## config.mk

```make
export PLATFORM = sky130hd
export DESIGN_NAME = ubl_core
export DESIGN_NICKNAME = d
export VERILOG_FILES = /design/src/hw/rtl/ubl_pkg.sv /design/src/hw/rtl/ubl_core.sv
export SDC_FILE = /design/constraint.sdc
export NUM_CORES = 1
export LEC_CHECK = 0
export BUFFER_PORTS_ARGS = -buffer_cell sky130_fd_sc_hd__buf_2
export CAP_MARGIN = 10
export CORE_UTILIZATION = 25
export DETAILED_ROUTE_END_ITERATION = 16
export PLACE_DENSITY_LB_ADDON = 0.08
export REMOVE_ABC_BUFFERS = 1
export SLEW_MARGIN = 20
export SYNTH_ARGS = -nofsm -noshare
export SYNTH_HDL_FRONTEND = slang
export SYNTH_SLANG_ARGS = --single-unit
```

## constraint.sdc

```tcl
create_clock -name clk -period 4.6 [get_ports clk]
set_input_delay 0.23 -clock clk [delete_from_list [all_inputs] [get_ports clk]]
set_output_delay 0.23 -clock clk [all_outputs]
set_load 0.1 [all_outputs]
```

## src/hw/rtl/ubl_pkg.sv

```systemverilog
// ubl_pkg: shared types and codes for the byte-level usart model
// word layouts for both channels, operation and phase codes, mode and command fields
// no dependencies
package ubl_pkg;

    typedef struct packed {
        logic [2:0] operation;
        logic       address_bit;
        logic [7:0] write_data;
        logic [7:0] rx_byte;
        logic [7:0] tick_count;
        logic       dsr_n;
    } ubl_item_t;

    typedef struct packed {
        logic [7:0] read_data;
        logic       tx_valid;
        logic [7:0] tx_byte;
        logic       txrdy_pin;
        logic       rxrdy_pin;
        logic       txe_pin;
        logic       dtr_pin;
        logic       rts_pin;
        logic       syndet_pin;
    } ubl_result_t;

    typedef enum logic [1:0] {
        PH_MODE,
        PH_SYNC,
        PH_CMD
    } phase_t;

    localparam logic [2:0] OP_BUS_READ  = 3'd0;
    localparam logic [2:0] OP_BUS_WRITE = 3'd1;
    localparam logic [2:0] OP_RX_BYTE   = 3'd2;
    localparam logic [2:0] OP_SYS_TICK  = 3'd3;
    localparam logic [2:0] OP_TXC_RISE  = 3'd4;
    localparam logic [2:0] OP_C_RISE    = 3'd5;
    localparam logic [2:0] OP_DSR       = 3'd6;

    localparam logic [1:0] BAUD_SYNC = 2'd0;
    localparam logic [1:0] BAUD_X1   = 2'd1;
    localparam logic [1:0] BAUD_X16  = 2'd2;
    localparam logic [1:0] BAUD_X64  = 2'd3;

    localparam logic [1:0] STOP_TWO = 2'd3;

    localparam int CMD_TX_ENABLE = 0;
    localparam int CMD_DTR       = 1;
    localparam int CMD_RX_ENABLE = 2;
    localparam int CMD_ERR_RESET = 4;
    localparam int CMD_RTS       = 5;
    localparam int CMD_INT_RESET = 6;
    localparam int CMD_HUNT      = 7;

    localparam int SHIFT_W    = 11;
    localparam int CHAR_CLK_W = 10;
    localparam logic [SHIFT_W-1:0] SHIFT_MAX = 11'd2047;

endpackage

```

## src/hw/rtl/ubl_core.sv

```systemverilog
// ubl_core: usart state registers and the single-pass update for one input word
// depends on ubl_pkg
module ubl_core (
    input  logic                 clk,
    input  logic                 rst_n,
    input  logic                 accept,
    input  ubl_pkg::ubl_item_t   item,
    input  logic                 cfg_we,
    input  logic                 cfg_wdata,
    output ubl_pkg::ubl_result_t result
);
    import ubl_pkg::*;

    phase_t                phase_reg, phase_next;
    logic [1:0]            sync_left_reg, sync_left_next;
    logic [7:0]            sync_pat0_reg, sync_pat0_next;
    logic [7:0]            sync_pat1_reg, sync_pat1_next;
    logic                  synchronous_reg, synchronous_next;
    logic                  one_sync_reg, one_sync_next;
    logic [CHAR_CLK_W-1:0] char_clocks_reg, char_clocks_next;
    logic                  st_txrdy_reg, st_txrdy_next;
    logic                  st_rxrdy_reg, st_rxrdy_next;
    logic                  st_txe_reg, st_txe_next;
    logic                  st_overrun_reg, st_overrun_next;
    logic                  st_dsr_reg, st_dsr_next;
    logic                  syndet_reg, syndet_next;
    logic [7:0]            tx_hold_reg, tx_hold_next;
    logic [7:0]            rx_hold_reg, rx_hold_next;
    logic                  tx_full_reg, tx_full_next;
    logic                  rx_full_reg, rx_full_next;
    logic                  tx_on_reg, tx_on_next;
    logic                  rx_on_reg, rx_on_next;
    logic                  hunting_reg, hunting_next;
    logic                  first_sync_reg, first_sync_next;
    logic                  clk_ext_reg, clk_ext_next;
    logic [SHIFT_W-1:0]    shift_count_reg, shift_count_next;
    logic                  dtr_reg, dtr_next;
    logic                  rts_reg, rts_next;

    logic [3:0]            mode_bits;
    logic [3:0]            async_bits;
    logic                  count_en;
    logic [7:0]            count_n;
    logic [SHIFT_W:0]      count_sum;
    logic [SHIFT_W-1:0]    count_sat;
    logic [SHIFT_W-1:0]    txc_inc;
    logic                  sync_idx;
    logic [1:0]            sync_total;
    logic [7:0]            wd;
    logic                  do_refresh;
    logic                  read_status;
    logic                  sent;

    assign wd         = item.write_data;
    assign mode_bits  = 4'd5 + {2'b00, wd[3:2]} + {3'b000, wd[4]};
    assign async_bits = mode_bits + 4'd1 + ((wd[7:6] == STOP_TWO) ? 4'd2 : 4'd1);
    assign sync_total = one_sync_reg ? 2'd1 : 2'd2;
    assign sync_idx   = sync_total[0] ^ sync_left_reg[0];
    assign count_sum  = {1'b0, shift_count_reg} + {{(SHIFT_W-7){1'b0}}, count_n};
    assign count_sat  = (count_sum > {1'b0, SHIFT_MAX}) ? SHIFT_MAX : count_sum[SHIFT_W-1:0];
    assign txc_inc    = shift_count_reg + 11'd1;

    always_comb
    begin
        phase_next       = phase_reg;
        sync_left_next   = sync_left_reg;
        sync_pat0_next   = sync_pat0_reg;
        sync_pat1_next   = sync_pat1_reg;
        synchronous_next = synchronous_reg;
        one_sync_next    = one_sync_reg;
        char_clocks_next = char_clocks_reg;
        st_txrdy_next    = st_txrdy_reg;
        st_rxrdy_next    = st_rxrdy_reg;
        st_txe_next      = st_txe_reg;
        st_overrun_next  = st_overrun_reg;
        st_dsr_next      = st_dsr_reg;
        syndet_next      = syndet_reg;
        tx_hold_next     = tx_hold_reg;
        rx_hold_next     = rx_hold_reg;
        tx_full_next     = tx_full_reg;
        rx_full_next     = rx_full_reg;
        tx_on_next       = tx_on_reg;
        rx_on_next       = rx_on_reg;
        hunting_next     = hunting_reg;
        first_sync_next  = first_sync_reg;
        clk_ext_next     = clk_ext_reg | (cfg_we & cfg_wdata);
        shift_count_next = shift_count_reg;
        dtr_next         = dtr_reg;
        rts_next         = rts_reg;
        do_refresh       = 1'b0;
        read_status      = 1'b0;
        sent             = 1'b0;
        count_en         = 1'b0;
        count_n          = 8'd1;
        result           = '0;

        if (accept)
        begin
            unique case (item.operation)
                OP_BUS_READ:
                begin
                    do_refresh = 1'b1;
                    if (!item.address_bit)
                    begin
                        rx_full_next     = 1'b0;
                        result.read_data = rx_hold_reg;
                    end
                    else
                    begin
                        read_status = 1'b1;
                    end
                end
                OP_BUS_WRITE:
                begin
                    if (!item.address_bit)
                    begin
                        tx_hold_next = wd;
                        tx_full_next = 1'b1;
                        do_refresh   = 1'b1;
                    end
                    else
                    begin
                        unique case (phase_reg)
                            PH_MODE:
                            begin
                                if (wd[1:0] == BAUD_SYNC)
                                begin
                                    synchronous_next = 1'b1;
                                    one_sync_next    = wd[7];
                                    char_clocks_next = {6'b0, mode_bits};
                                    sync_left_next   = wd[7] ? 2'd1 : 2'd2;
                                    phase_next       = PH_SYNC;
                                end
                                else
                                begin
                                    synchronous_next = 1'b0;
                                    unique case (wd[1:0])
                                        BAUD_X16: char_clocks_next = {2'b0, async_bits, 4'b0};
                                        BAUD_X64: char_clocks_next = {async_bits, 6'b0};
                                        default:  char_clocks_next = {6'b0, async_bits};
                                    endcase
                                    phase_next = PH_CMD;
                                end
                            end
                            PH_SYNC:
                            begin
                                if (sync_idx)
                                    sync_pat1_next = wd;
                                else
                                    sync_pat0_next = wd;
                                sync_left_next = sync_left_reg - 2'd1;
                                if (sync_left_next == 2'd0)
                                    phase_next = PH_CMD;
                            end
                            PH_CMD:
                            begin
                                if (wd[CMD_INT_RESET])
                                begin
                                    // internal reset: all but the external clock mark
                                    phase_next       = PH_MODE;
                                    sync_left_next   = 2'd0;
                                    sync_pat0_next   = 8'd0;
                                    sync_pat1_next   = 8'd0;
                                    synchronous_next = 1'b0;
                                    one_sync_next    = 1'b0;
                                    char_clocks_next = 10'd1;
                                    st_txrdy_next    = 1'b0;
                                    st_rxrdy_next    = 1'b0;
                                    st_txe_next      = 1'b1;
                                    st_overrun_next  = 1'b0;
                                    st_dsr_next      = 1'b0;
                                    syndet_next      = 1'b0;
                                    tx_hold_next     = 8'd0;
                                    rx_hold_next     = 8'd0;
                                    tx_full_next     = 1'b0;
                                    rx_full_next     = 1'b0;
                                    tx_on_next       = 1'b0;
                                    rx_on_next       = 1'b0;
                                    hunting_next     = 1'b0;
                                    first_sync_next  = 1'b0;
                                    shift_count_next = '0;
                                    dtr_next         = 1'b0;
                                    rts_next         = 1'b0;
                                end
                                else
                                begin
                                    tx_on_next = wd[CMD_TX_ENABLE];
                                    rx_on_next = wd[CMD_RX_ENABLE];
                                    dtr_next   = wd[CMD_DTR];
                                    rts_next   = wd[CMD_RTS];
                                    if (wd[CMD_ERR_RESET])
                                        st_overrun_next = 1'b0;
                                    if (wd[CMD_HUNT] && synchronous_reg)
                                    begin
                                        hunting_next    = 1'b1;
                                        first_sync_next = 1'b0;
                                        syndet_next     = 1'b0;
                                    end
                                    do_refresh = 1'b1;
                                end
                            end
                            default:
                            begin
                                phase_next = phase_reg;
                            end
                        endcase
                    end
                end
                OP_RX_BYTE:
                begin
                    if (rx_on_reg)
                    begin
                        if (synchronous_reg && hunting_reg)
                        begin
                            if (item.rx_byte == sync_pat0_reg)
                            begin
                                if (one_sync_reg || first_sync_reg)
                                begin
                                    hunting_next    = 1'b0;
                                    first_sync_next = 1'b0;
                                    syndet_next     = 1'b1;
                                end
                                else
                                begin
                                    first_sync_next = 1'b1;
                                end
                            end
                            else if (!one_sync_reg && first_sync_reg
                                     && item.rx_byte == sync_pat1_reg)
                            begin
                                hunting_next    = 1'b0;
                                first_sync_next = 1'b0;
                                syndet_next     = 1'b1;
                            end
                            else
                            begin
                                first_sync_next = 1'b0;
                            end
                        end
                        else
                        begin
                            if (rx_full_reg)
                                st_overrun_next = 1'b1;
                            rx_hold_next = item.rx_byte;
                            rx_full_next = 1'b1;
                            do_refresh   = 1'b1;
                        end
                    end
                end
                OP_SYS_TICK:
                begin
                    count_en = !clk_ext_reg;
                    count_n  = item.tick_count;
                end
                OP_TXC_RISE:
                begin
                    if (tx_on_reg && tx_full_reg)
                    begin
                        if (txc_inc >= {1'b0, char_clocks_reg})
                        begin
                            shift_count_next = '0;
                            sent             = 1'b1;
                        end
                        else
                        begin
                            shift_count_next = txc_inc;
                        end
                    end
                end
                OP_C_RISE:
                begin
                    clk_ext_next = 1'b1;
                    count_en     = 1'b1;
                end
                OP_DSR:
                begin
                    do_refresh = 1'b1;
                end
                default:
                begin
                    do_refresh = 1'b0;
                end
            endcase

            if (count_en && tx_on_reg && tx_full_reg)
            begin
                if (count_sat >= {1'b0, char_clocks_reg})
                begin
                    shift_count_next = count_sat - {1'b0, char_clocks_reg};
                    sent             = 1'b1;
                end
                else
                begin
                    shift_count_next = count_sat;
                end
            end

            if (sent)
            begin
                tx_full_next   = 1'b0;
                do_refresh     = 1'b1;
                result.tx_valid = 1'b1;
                result.tx_byte  = tx_hold_reg;
            end

            if (do_refresh)
            begin
                st_txrdy_next = tx_on_next && !tx_full_next;
                st_txe_next   = !tx_full_next;
                st_rxrdy_next = rx_full_next;
                st_dsr_next   = !item.dsr_n;
            end

            if (read_status)
            begin
                result.read_data = {st_dsr_next, syndet_reg, 1'b0, st_overrun_next, 1'b0,
                                    st_txe_next, st_rxrdy_next, st_txrdy_next};
                syndet_next = 1'b0;
            end
        end

        result.txrdy_pin  = st_txrdy_next;
        result.rxrdy_pin  = st_rxrdy_next;
        result.txe_pin    = st_txe_next;
        result.dtr_pin    = dtr_next;
        result.rts_pin    = rts_next;
        result.syndet_pin = syndet_next;
    end

    always_ff @(posedge clk or negedge rst_n)
    begin
        if (!rst_n)
        begin
            phase_reg       <= PH_MODE;
            sync_left_reg   <= 2'd0;
            sync_pat0_reg   <= 8'd0;
            sync_pat1_reg   <= 8'd0;
            synchronous_reg <= 1'b0;
            one_sync_reg    <= 1'b0;
            char_clocks_reg <= 10'd1;
            st_txrdy_reg    <= 1'b0;
            st_rxrdy_reg    <= 1'b0;
            st_txe_reg      <= 1'b1;
            st_overrun_reg  <= 1'b0;
            st_dsr_reg      <= 1'b0;
            syndet_reg      <= 1'b0;
            tx_hold_reg     <= 8'd0;
            rx_hold_reg     <= 8'd0;
            tx_full_reg     <= 1'b0;
            rx_full_reg     <= 1'b0;
            tx_on_reg       <= 1'b0;
            rx_on_reg       <= 1'b0;
            hunting_reg     <= 1'b0;
            first_sync_reg  <= 1'b0;
            clk_ext_reg     <= 1'b0;
            shift_count_reg <= '0;
            dtr_reg         <= 1'b0;
            rts_reg         <= 1'b0;
        end
        else
        begin
            phase_reg       <= phase_next;
            sync_left_reg   <= sync_left_next;
            sync_pat0_reg   <= sync_pat0_next;
            sync_pat1_reg   <= sync_pat1_next;
            synchronous_reg <= synchronous_next;
            one_sync_reg    <= one_sync_next;
            char_clocks_reg <= char_clocks_next;
            st_txrdy_reg    <= st_txrdy_next;
            st_rxrdy_reg    <= st_rxrdy_next;
            st_txe_reg      <= st_txe_next;
            st_overrun_reg  <= st_overrun_next;
            st_dsr_reg      <= st_dsr_next;
            syndet_reg      <= syndet_next;
            tx_hold_reg     <= tx_hold_next;
            rx_hold_reg     <= rx_hold_next;
            tx_full_reg     <= tx_full_next;
            rx_full_reg     <= rx_full_next;
            tx_on_reg       <= tx_on_next;
            rx_on_reg       <= rx_on_next;
            hunting_reg     <= hunting_next;
            first_sync_reg  <= first_sync_next;
            clk_ext_reg     <= clk_ext_next;
            shift_count_reg <= shift_count_next;
            dtr_reg         <= dtr_next;
            rts_reg         <= rts_next;
        end
    end

endmodule

```

==> impl_metrics.toml, run 1 <==
[synthesis]
synthArstFlopShare = 1.00
yosysUniqueCellTypes = 69
postSynthCellCount = 646
synth_warnings = 0
ys.flop_type = "dfrtp_1"
synth-edff-count = 0
synth_seq_cells = 73
syn_area_mm2 = 0.00550
yosysSeqAreaShare = 0.333
syn_area_per_cell_um2 = 8.51

[clock_tree]
clkLatencyLatePin_ns = 0.35
root_buffer = "clkbuf_16"
cts_htree_levels = 3
cts.clk_slew.worst_paths_ns = 0.06
cts_inserted_buffers = 9
cts.sinks = 73
cts_tree = "done"
clock_path_buffers = 2

[placement]
portBuffers = 56
post-place-ws_ns = -0.194
dp_hpwl_um = 13500
placed_area_mm2 = 0.00623
gp_congestion = 0.800

[die]
ioPinCount = 57
core-area_mm2 = 0.0213
die_height_um = 150
dieArea_mm2 = 0.0226
die_x_um = 150
num_rows = 53
start_util = 0.258

[worst_setup_path]
regToRegEndpoint = "shift_count_reg[5]"
worstReg2RegStart = "shift_count_reg[3]"
crit_required_ns = 4.37
r2r_cells = 16
startpoint = "shift_count_reg[3]"
cp-end-kind = "output pin"
criticalPathCategory = "reg -> out"
crit_slowest_cell = "dfrtp_2"
path_depth = 16
cp.arrival_ns = 4.21
crit_buf_inv = 1
cpLargestDelayFamily = "compound AO/OA/AOI/OAI gates"
slowest_delay_ns = 0.44
setup.worst_path.end = "result[5]"
start_kind = "flop"
crit_path_cell_trace = "ha_4, nand3_1, o2111a_1, o211ai_2, nand4_1, nand2_2, ha_4, nor2b_4, o31a_1, o2111a_1, o21ai_2, nand4_4, a22o_4, a311oi_4, a21oi_1, buf_6"
ff2ff_setup_slack_ns = 0.55
critPathMaxFanout = 4

[global_route]
first_global_vias = 4984
grt_pass1_wl_um = 27800
grt-ovfl-total = 0
antenna_found_initial = 0
grt_max_degree = 74
grt_usage = 0.163

[timing]
period_minus_slack_ns = 4.44
setup_tns_ns = 0
slew_headroom = 0.506
fin_crit_sh = 0.965
final.setup_skew_ns = 0.0128
tightest_slew_ns = 0.737
hold_violations = 0
slew_violations = 0
setup_viol = 0
timing.fmax_mhz = 225
timing.final.ws_setup_ns = 0.163

[pwr]
vdd_drop_max_mv = 0.191
power.leakage_nw = 3.04
p_per_area_mw_per_mm2 = 559

[drt]
remaining_drc_errors = 0
vias = 4965
wirelength_um = 17600
drtIter0Drc = 277
wire_per_inst_um = 17.6
ant_nets = 0
drt_pass1_iterations = 4
via_per_inst = 4.97

[final_layout]
nets = 795
synthToLayoutAreaGrowth_pct = 25.4
design_area_mm2 = 0.00690
layout_commonest_cell = "nand2_1"
final_layout_size_suffix_gt1_frac = 0.248
regArea_mm2 = 0.00183
multi_input_area_mm2 = 0.00360
fillerInstances = 2275
diodes = 0
final_cell_mix = "76 x nand2_1, 69 x dfrtp_1, 53 x nor2_1"
largest_reg_flops = 11

[hold_path]
hold_class = "in -> reg"

[job]
drv_cap = 0

[status]
outcome = "finished, final reports clean"
-- report_power, final --
group / switching (mW) / internal, mW
Clock: 0.310 / 0.431
Sequential: 0.156 / 0.811
Combinational: 1.20 / 0.954
Total: 1.66 / 2.20
-- metal layers --
layer  up-vias  track usage  part of all wire
met4         0       0.0485             0.019
met5         -            0                 0
li1       2429            -                 -
met1      2417        0.233              0.50
met2       103        0.247              0.45
met3        16       0.0291             0.034
-- tightest hold or removal path, cell delays in order --
cell and delay (ns):
buf_2 0.08, a21oi_1 0.05, o21ai_0 0.06
-- Yosys cell counts (all sizes together), types with 4 or more instances --
master	number	area (µm²)
nand4	8	56.3
mux2	22	255
and2	9	56.3
a21oi	40	204
clkbuf	19	71.3
nor2b	15	93.8
o41ai	6	52.6
o22ai	6	37.5
nor2	55	209
o21a	4	30.0
dfrtp	71	1780
o31ai	6	45.0
a211oi	5	37.5
a21o	4	30.0
inv	37	139
ha	38	475
mux2i	7	70.1
and3	15	93.8
o211ai	5	47.5
xnor2	22	193
xor2	19	166
a22o	8	71.3
nor3	16	80.1
nand2	80	300
buf	15	95.1
nand3	17	85.1
o21ai	46	234
-- stage by stage --
stage	total power [mW]	util	std cells	hold slack, ns
after CTS	3.79	0.312	994	0.0903
after floorplan	2.29	-	612	-0.0656
after detailed placement	2.98	0.293	976	0.464
after global routing	4.17	0.324	1000	0.147
final	3.86	0.324	1000	0.109
after global placement	2.96	0.292	976	0.453
-- how the worst min path moves through the flow --
stage,start,to,slack [ns],depth (start not counted)
after floorplan,rst_n,char_clocks_reg[1],-0.07,0
after global placement,cfg_wdata,clk_ext_reg,0.45,3
after detailed placement,rx_hold_reg[3],rx_hold_reg[3],0.46,2
after CTS,rst_n,sync_pat1_reg[5],0.09,1
after global routing,item[22],tx_hold_reg[5],0.15,2
final,cfg_wdata,clk_ext_reg,0.11,3
-- kinds of logic after synthesis --
logic type | synth area share
AO/OA/AOI/OAI | 0.190
XOR/XNOR | 0.0653
adder cells (fa/ha/maj) | 0.0974
buffers and inverters | 0.0555
flip-flops | 0.333
multiplexers | 0.0591
AND/OR/NAND/NOR | 0.200
-- cell type report --
type	count	share of cell area
tap	275	0.0499
sequential	73	0.266
clock inverter	7	0.0125
inverter	37	0.0201
timing repair buffer	97	0.0974
multi-input combinational	502	0.522
clock buffer	9	0.0326
-- repair_timing --
item,CTS,global route
endpoints found under the setup margin,16,16
buffers inserted,2,5
pin swaps,5,19
gates resized for setup,19,46
hold endpoints to repair,0,34
hold buffers,0,1
Note: power is estimated with default switching activity, not from simulation.
==> run 2, diff against run 1 <==
ABC_AREA = 1   (was unset)
TNS_END_PERCENT = 100   (was unset)
==> run 2 against run 1 <==
Effect of this change:
- design area up 3.7%
- via count up 10%
- first-iteration DRC count grew 13%
- synthesized cell count rose by 31%
==> impl_metrics.toml, run 2 <==
[status]
outcome = "finished, final reports clean"

[timing]
rsz0062_at_grt = "yes"
setup_tns_ns = 0
slew_violations = 0
slew_headroom = 0.448
setup_viol = 0
timing.fmax_mhz = 237
final.setup_skew_ns = 0.00979
fin_crit_sh = 0.918
tightest_slew_ns = 0.828
hold_violations = 0
period_minus_slack_ns = 4.22

[clock_tree]
cts_htree_levels = 3
cts.clk_slew.worst_paths_ns = 0.06
clock_path_buffers = 2
cts_tree = "done"
cts_inserted_buffers = 9
root_buffer = "clkbuf_16"
cts.sinks = 74
clkLatencyLatePin_ns = 0.35

[global_route]
grt_max_degree = 43
grt_pass1_wl_um = 30800
grt-ovfl-total = 0
grt_usage = 0.168
antenna_found_initial = 0
first_global_vias = 5503

[drt]
remaining_drc_errors = 0
via_per_inst = 4.47
wire_per_inst_um = 15.8
wirelength_um = 19400
drtIter0Drc = 312
vias = 5474
ant_nets = 0
drt_pass1_iterations = 5

[synthesis]
synth_warnings = 0
synth-compound-area-share = 0.160
synth_mux_area_frac = 0
yosysSeqAreaShare = 0.316
synth-simple-area-share = 0.276
synth_seq_cells = 74
synthArstFlopShare = 1.00
synth_top_cells_by_area = "dfrtp_1 31%, nand2_1 13%, inv_1 9.0%, ha_1 8.1%, nor2_1 6.0%"
syn_area_mm2 = 0.00587
ys.flop_type = "dfrtp_1"
synth_fa_ha_area_frac = 0.0913
yosys.area_share.xor_xnor = 0.0403
post-synth-top-count-cell = "nand2_1"
syn_area_per_cell_um2 = 6.91
synth_top_family_by_area = "simple AND/OR/NAND/NOR gates"
yosysUniqueCellTypes = 49
synth_top_area_frac = 0.307
postSynthCellCount = 849
synth-edff-count = 0
synth_area_leader_cell = "dfrtp_1"
synth_common_cells = "208 x nand2_1, 140 x inv_1, 93 x nor2_1"

[die]
start_util = 0.257
dieArea_mm2 = 0.0241
core-area_mm2 = 0.0228
die_height_um = 155
die_x_um = 155
num_rows = 55
ioPinCount = 57

[final_layout]
fin_cells = 1224
layout_commonest_cell = "nand2_1"
final_cell_mix = "205 x nand2_1, 139 x inv_1, 87 x nor2_1"
largest_reg_flops = 11
final_layout_size_suffix_gt1_frac = 0.144
nets = 981
synthToLayoutAreaGrowth_pct = 22.0
design_area_mm2 = 0.00716
diodes = 0

[worst_setup_path]
path_depth = 27
criticalPathCategory = "in -> out"
crit_required_ns = 4.37
crit_buf_inv = 6
critPathMaxFanout = 8
cpLargestDelayFamily = "simple AND/OR/NAND/NOR gates"
crit_slowest_cell = "ha_2"
start_kind = "input port"
cp-end-kind = "output pin"
r2r_cells = 21
slowest_delay_ns = 0.42
path_common_cell = "nand2_1"
cp.arrival_ns = 3.99

[pwr]
p_per_area_mw_per_mm2 = 453
power_frac_seq = 0.296
power.leakage_nw = 3.54
vdd_drop_max_mv = 0.169
netSwitchingPower_mw = 1.45
intPower_mw = 1.79
clkPwrFrac = 0.215
combPwrFrac = 0.488
p_sw_frac = 0.448

[hold_path]
hold_class = "in -> reg"
hold_depth = 2

[placement]
dp_hpwl_um = 15200
place_inst = 1205
gp_congestion = 0.843
placed_area_mm2 = 0.00672
portBuffers = 56

[job]
drv_cap = 0
run 2: changes by cell type after synthesis, sizes merged, moves of 15 or more:
cell | previous run | this run
mux2 | 22 | 0
o21ai | 46 | 66
inv | 37 | 143
nor2 | 55 | 100
nor2b | 15 | 0
nand2 | 80 | 208
nand3 | 17 | 39
run 2: area by class of cell:
cell class                      count  area [µm²]
Multi-Input combinational cell    606        3470
Tap cell                          313         392
Clock buffer                       10         229
Inverter                          144         541
Sequential cell                    74        1860
Fill cell                        2547       15700
Clock inverter                      6        50.0
Timing Repair Buffer               71         623
run 2: cells by family (layout without fill, tap and decap cells):
kind of cell | count (synthesis) | in the layout
compound gates | 158 | 158
xor+xnor | 27 | 27
fa+ha+maj | 41 | 41
buf+inv | 169 | 231
flops | 74 | 74
simple gates | 380 | 380
run 2: layer usage:
| layer | vias to the layer above | track usage | wire length (µm) |
|---|---|---|---|
| met1 | 2509 | 0.218 | 9130 |
| met5 | - | 0 | 0 |
| met3 | 16 | 0.0309 | 658 |
| met2 | 86 | 0.292 | 9360 |
| li1 | 2863 | - | - |
| met4 | 0 | 0.0359 | 217 |
run 2: stage by stage:
stage,utilization,total power [mW],hold WS (ns),worst slack [ns]
global placement,0.294,2.50,0.261,-0.0535
finish,0.313,3.24,0.121,0.379
floorplan,-,2.01,-0.0656,-1.68
detailed placement,0.294,2.48,0.253,-0.0368
CTS,0.307,3.20,0.107,-0.00552
global route,0.313,3.52,0.133,0.0115
run 2: path summary, 6_finish.rpt:
path / startpoint / endpoint / slack (ns)
worst max-delay path: item[26] / result[13] / 0.38
worst min-delay path: cfg_wdata / clk_ext_reg / 0.12
worst max register to register: shift_count_reg[4] / shift_count_reg[9] / 0.93
worst min register to register: rx_on_reg / rx_on_reg / 0.49
max in group asynchronous: rst_n / one_sync_reg / 3.16
min in group asynchronous: rst_n / clk_ext_reg / 0.41
run 2: timing repair:
item                       CTS  global route
hold buffers                 1             0
cloned                       0             0
resized for setup            2            33
pin swaps                    0             3
setup endpoints to repair    5            14
buffers inserted             0             2
hold endpoints to repair    31             0
run 2: power by group through the flow:
stage                     sequential (mW)  combinational (mW)  clock [mW]
after floorplan                     0.923                1.08           0
after global placement              0.981                1.52           0
after detailed placement            0.976                1.50           0
after CTS                           0.966                1.51       0.726
after global routing                0.985                1.79       0.743
final                               0.960                1.58       0.698
==> run 3, diff against run 2 <==
REMOVE_ABC_BUFFERS = unset   (was 1)
==> run 3 against run 2 <==
Effect of this change:
- routed wire length grew 0.42%
- global-route usage grew 0.24 points
- worst hold slack lost 0.012 ns
- clock skew grew 0.0022 ns
- power grew 2.3%
- sequential share of layout area shrank 0.30 points
- critical path depth grew 2
- via count is essentially flat
- final cell count shrank 0.49%
- largest cell class unchanged
- highest routed layer unchanged
==> impl_metrics.toml, run 3 (same netlist as run 2, synthesis figures left out) <==
[final_layout]
layout_commonest_cell = "nand2_1"
final_layout_size_suffix_gt1_frac = 0.155
final_cell_mix = "203 x nand2_1, 137 x inv_1, 80 x nor2_1"
regArea_mm2 = 0.00186
diodes = 0
multi_input_area_mm2 = 0.00356
fin_cells = 1218
synthToLayoutAreaGrowth_pct = 23.4
largest_reg_flops = 11
fillerInstances = 2550
nets = 975

[pwr]
power.total_mw = 3.31
vdd_drop_max_mv = 0.213
power.leakage_nw = 3.53
p_per_area_mw_per_mm2 = 458

[worst_setup_path]
start_kind = "input port"
r2r_cells = 21
slowest_delay_ns = 0.35
cp.arrival_ns = 4.06
criticalPathCategory = "in -> out"
path_common_cell = "nand2_1"
critPathMaxFanout = 8
cp-end-kind = "output pin"
crit_slowest_cell = "ha_4"
crit_required_ns = 4.37

[die]
die_height_um = 155
start_util = 0.257
num_rows = 55
die_x_um = 155
dieArea_mm2 = 0.0241
core-area_mm2 = 0.0228
ioPinCount = 57

[clock_tree]
cts_inserted_buffers = 9
cts.clk_slew.worst_paths_ns = 0.07
clock_path_buffers = 2
cts_tree = "done"
clkLatencyLatePin_ns = 0.35
cts.sinks = 74
root_buffer = "clkbuf_16"
cts_htree_levels = 3

[placement]
dp_hpwl_um = 15600
gp_congestion = 0.806
place_inst = 1200
portBuffers = 56

[job]
drv_cap = 0

[drt]
drt_pass1_iterations = 4
vias = 5473
ant_nets = 0
remaining_drc_errors = 0
wirelength_um = 19500
drtIter0Drc = 206
via_per_inst = 4.49
wire_per_inst_um = 16.0

[global_route]
grt_use_met3 = 0.0212
grt-ovfl-total = 0
gr-usage-met2 = 0.305
grt.busiest_layer = "met2"
grt_max_degree = 41
first_global_vias = 5617
antenna_found_initial = 0
grt_usage = 0.171
grt_pass1_wl_um = 31300
gr-usage-met1 = 0.210

[timing]
timing.fmax_mhz = 233
final.setup_skew_ns = 0.0120
fin_crit_sh = 0.932
rsz0062_at_grt = "no"
slew_headroom = 0.431
setup_viol = 0
hold_violations = 0
period_minus_slack_ns = 4.29
slew_violations = 0
tightest_slew_ns = 0.850

[synthesis]
synth_fp_nets = 924

[hold_path]
hold_class = "in -> reg"
hold_depth = 2

[status]
outcome = "finished, final reports clean"
==> run 3: final cells by class <==
type | count | area share
Timing Repair Buffer | 65 | 0.0795
Clock inverter | 5 | 0.00726
Multi-Input combinational cell | 606 | 0.492
Tap cell | 313 | 0.0541
Sequential cell | 74 | 0.256
Inverter | 144 | 0.0759
Clock buffer | 11 | 0.0349
==> run 3: where the power goes <==
part | internal (mW) | switching [mW]
logic | 0.588 | 1.01
clock network | 0.447 | 0.300
registers | 0.829 | 0.136
==> run 3: critical path, delay by kind of cell <==
| kind | cells | cell delay [ns] |
|---|---|---|
| and+or+nand+nor | 13 | 1.60 |
| buffers and inverters | 10 | 1.02 |
| xor gates and xnor gates | 1 | 0.18 |
| AOI/OAI and AO/OA | 2 | 0.26 |
| adders and majority gates | 3 | 0.74 |
==> run 3: what timing repair did <==
action	4_1_cts	5_1_grt
hold buffers	1	0
gates resized for setup	1	7
setup endpoints to repair	1	14
setup buffers	0	1
endpoints found under the hold margin	33	0
pin swaps	0	2
==> run 3: routing by layer <==
layer  vias up  wire (µm)
met4         0        543
met5         -          0
met1      2496       8550
met2        97       9720
li1       2855          -
met3        25        634
==> run 3: worst paths after layout <==
check                                       to  slack (ns)               start
max in group asynchronous   shift_count_reg[0]        3.20               rst_n
max reg2reg                shift_count_reg[10]        0.81  shift_count_reg[2]
min in group asynchronous   char_clocks_reg[2]        0.40               rst_n
max                                  result[7]        0.31            item[27]
min reg2reg                     st_overrun_reg        0.49      st_overrun_reg
min                                clk_ext_reg        0.11           cfg_wdata
==> run 3: per-stage QoR <==
step                worst slack (ns)  TNS [ns]  utilization  area (µm²)  hold WS [ns]
global placement              0.0359         0        0.301        6880         0.237
detailed placement             0.113         0        0.301        6880         0.234
finish                         0.315         0        0.317        7240         0.110
global route                 0.00627         0        0.317        7240         0.101
floorplan                    -0.0268    -0.114            -        6110       -0.0656
CTS                            0.105         0        0.315        7200        0.0986
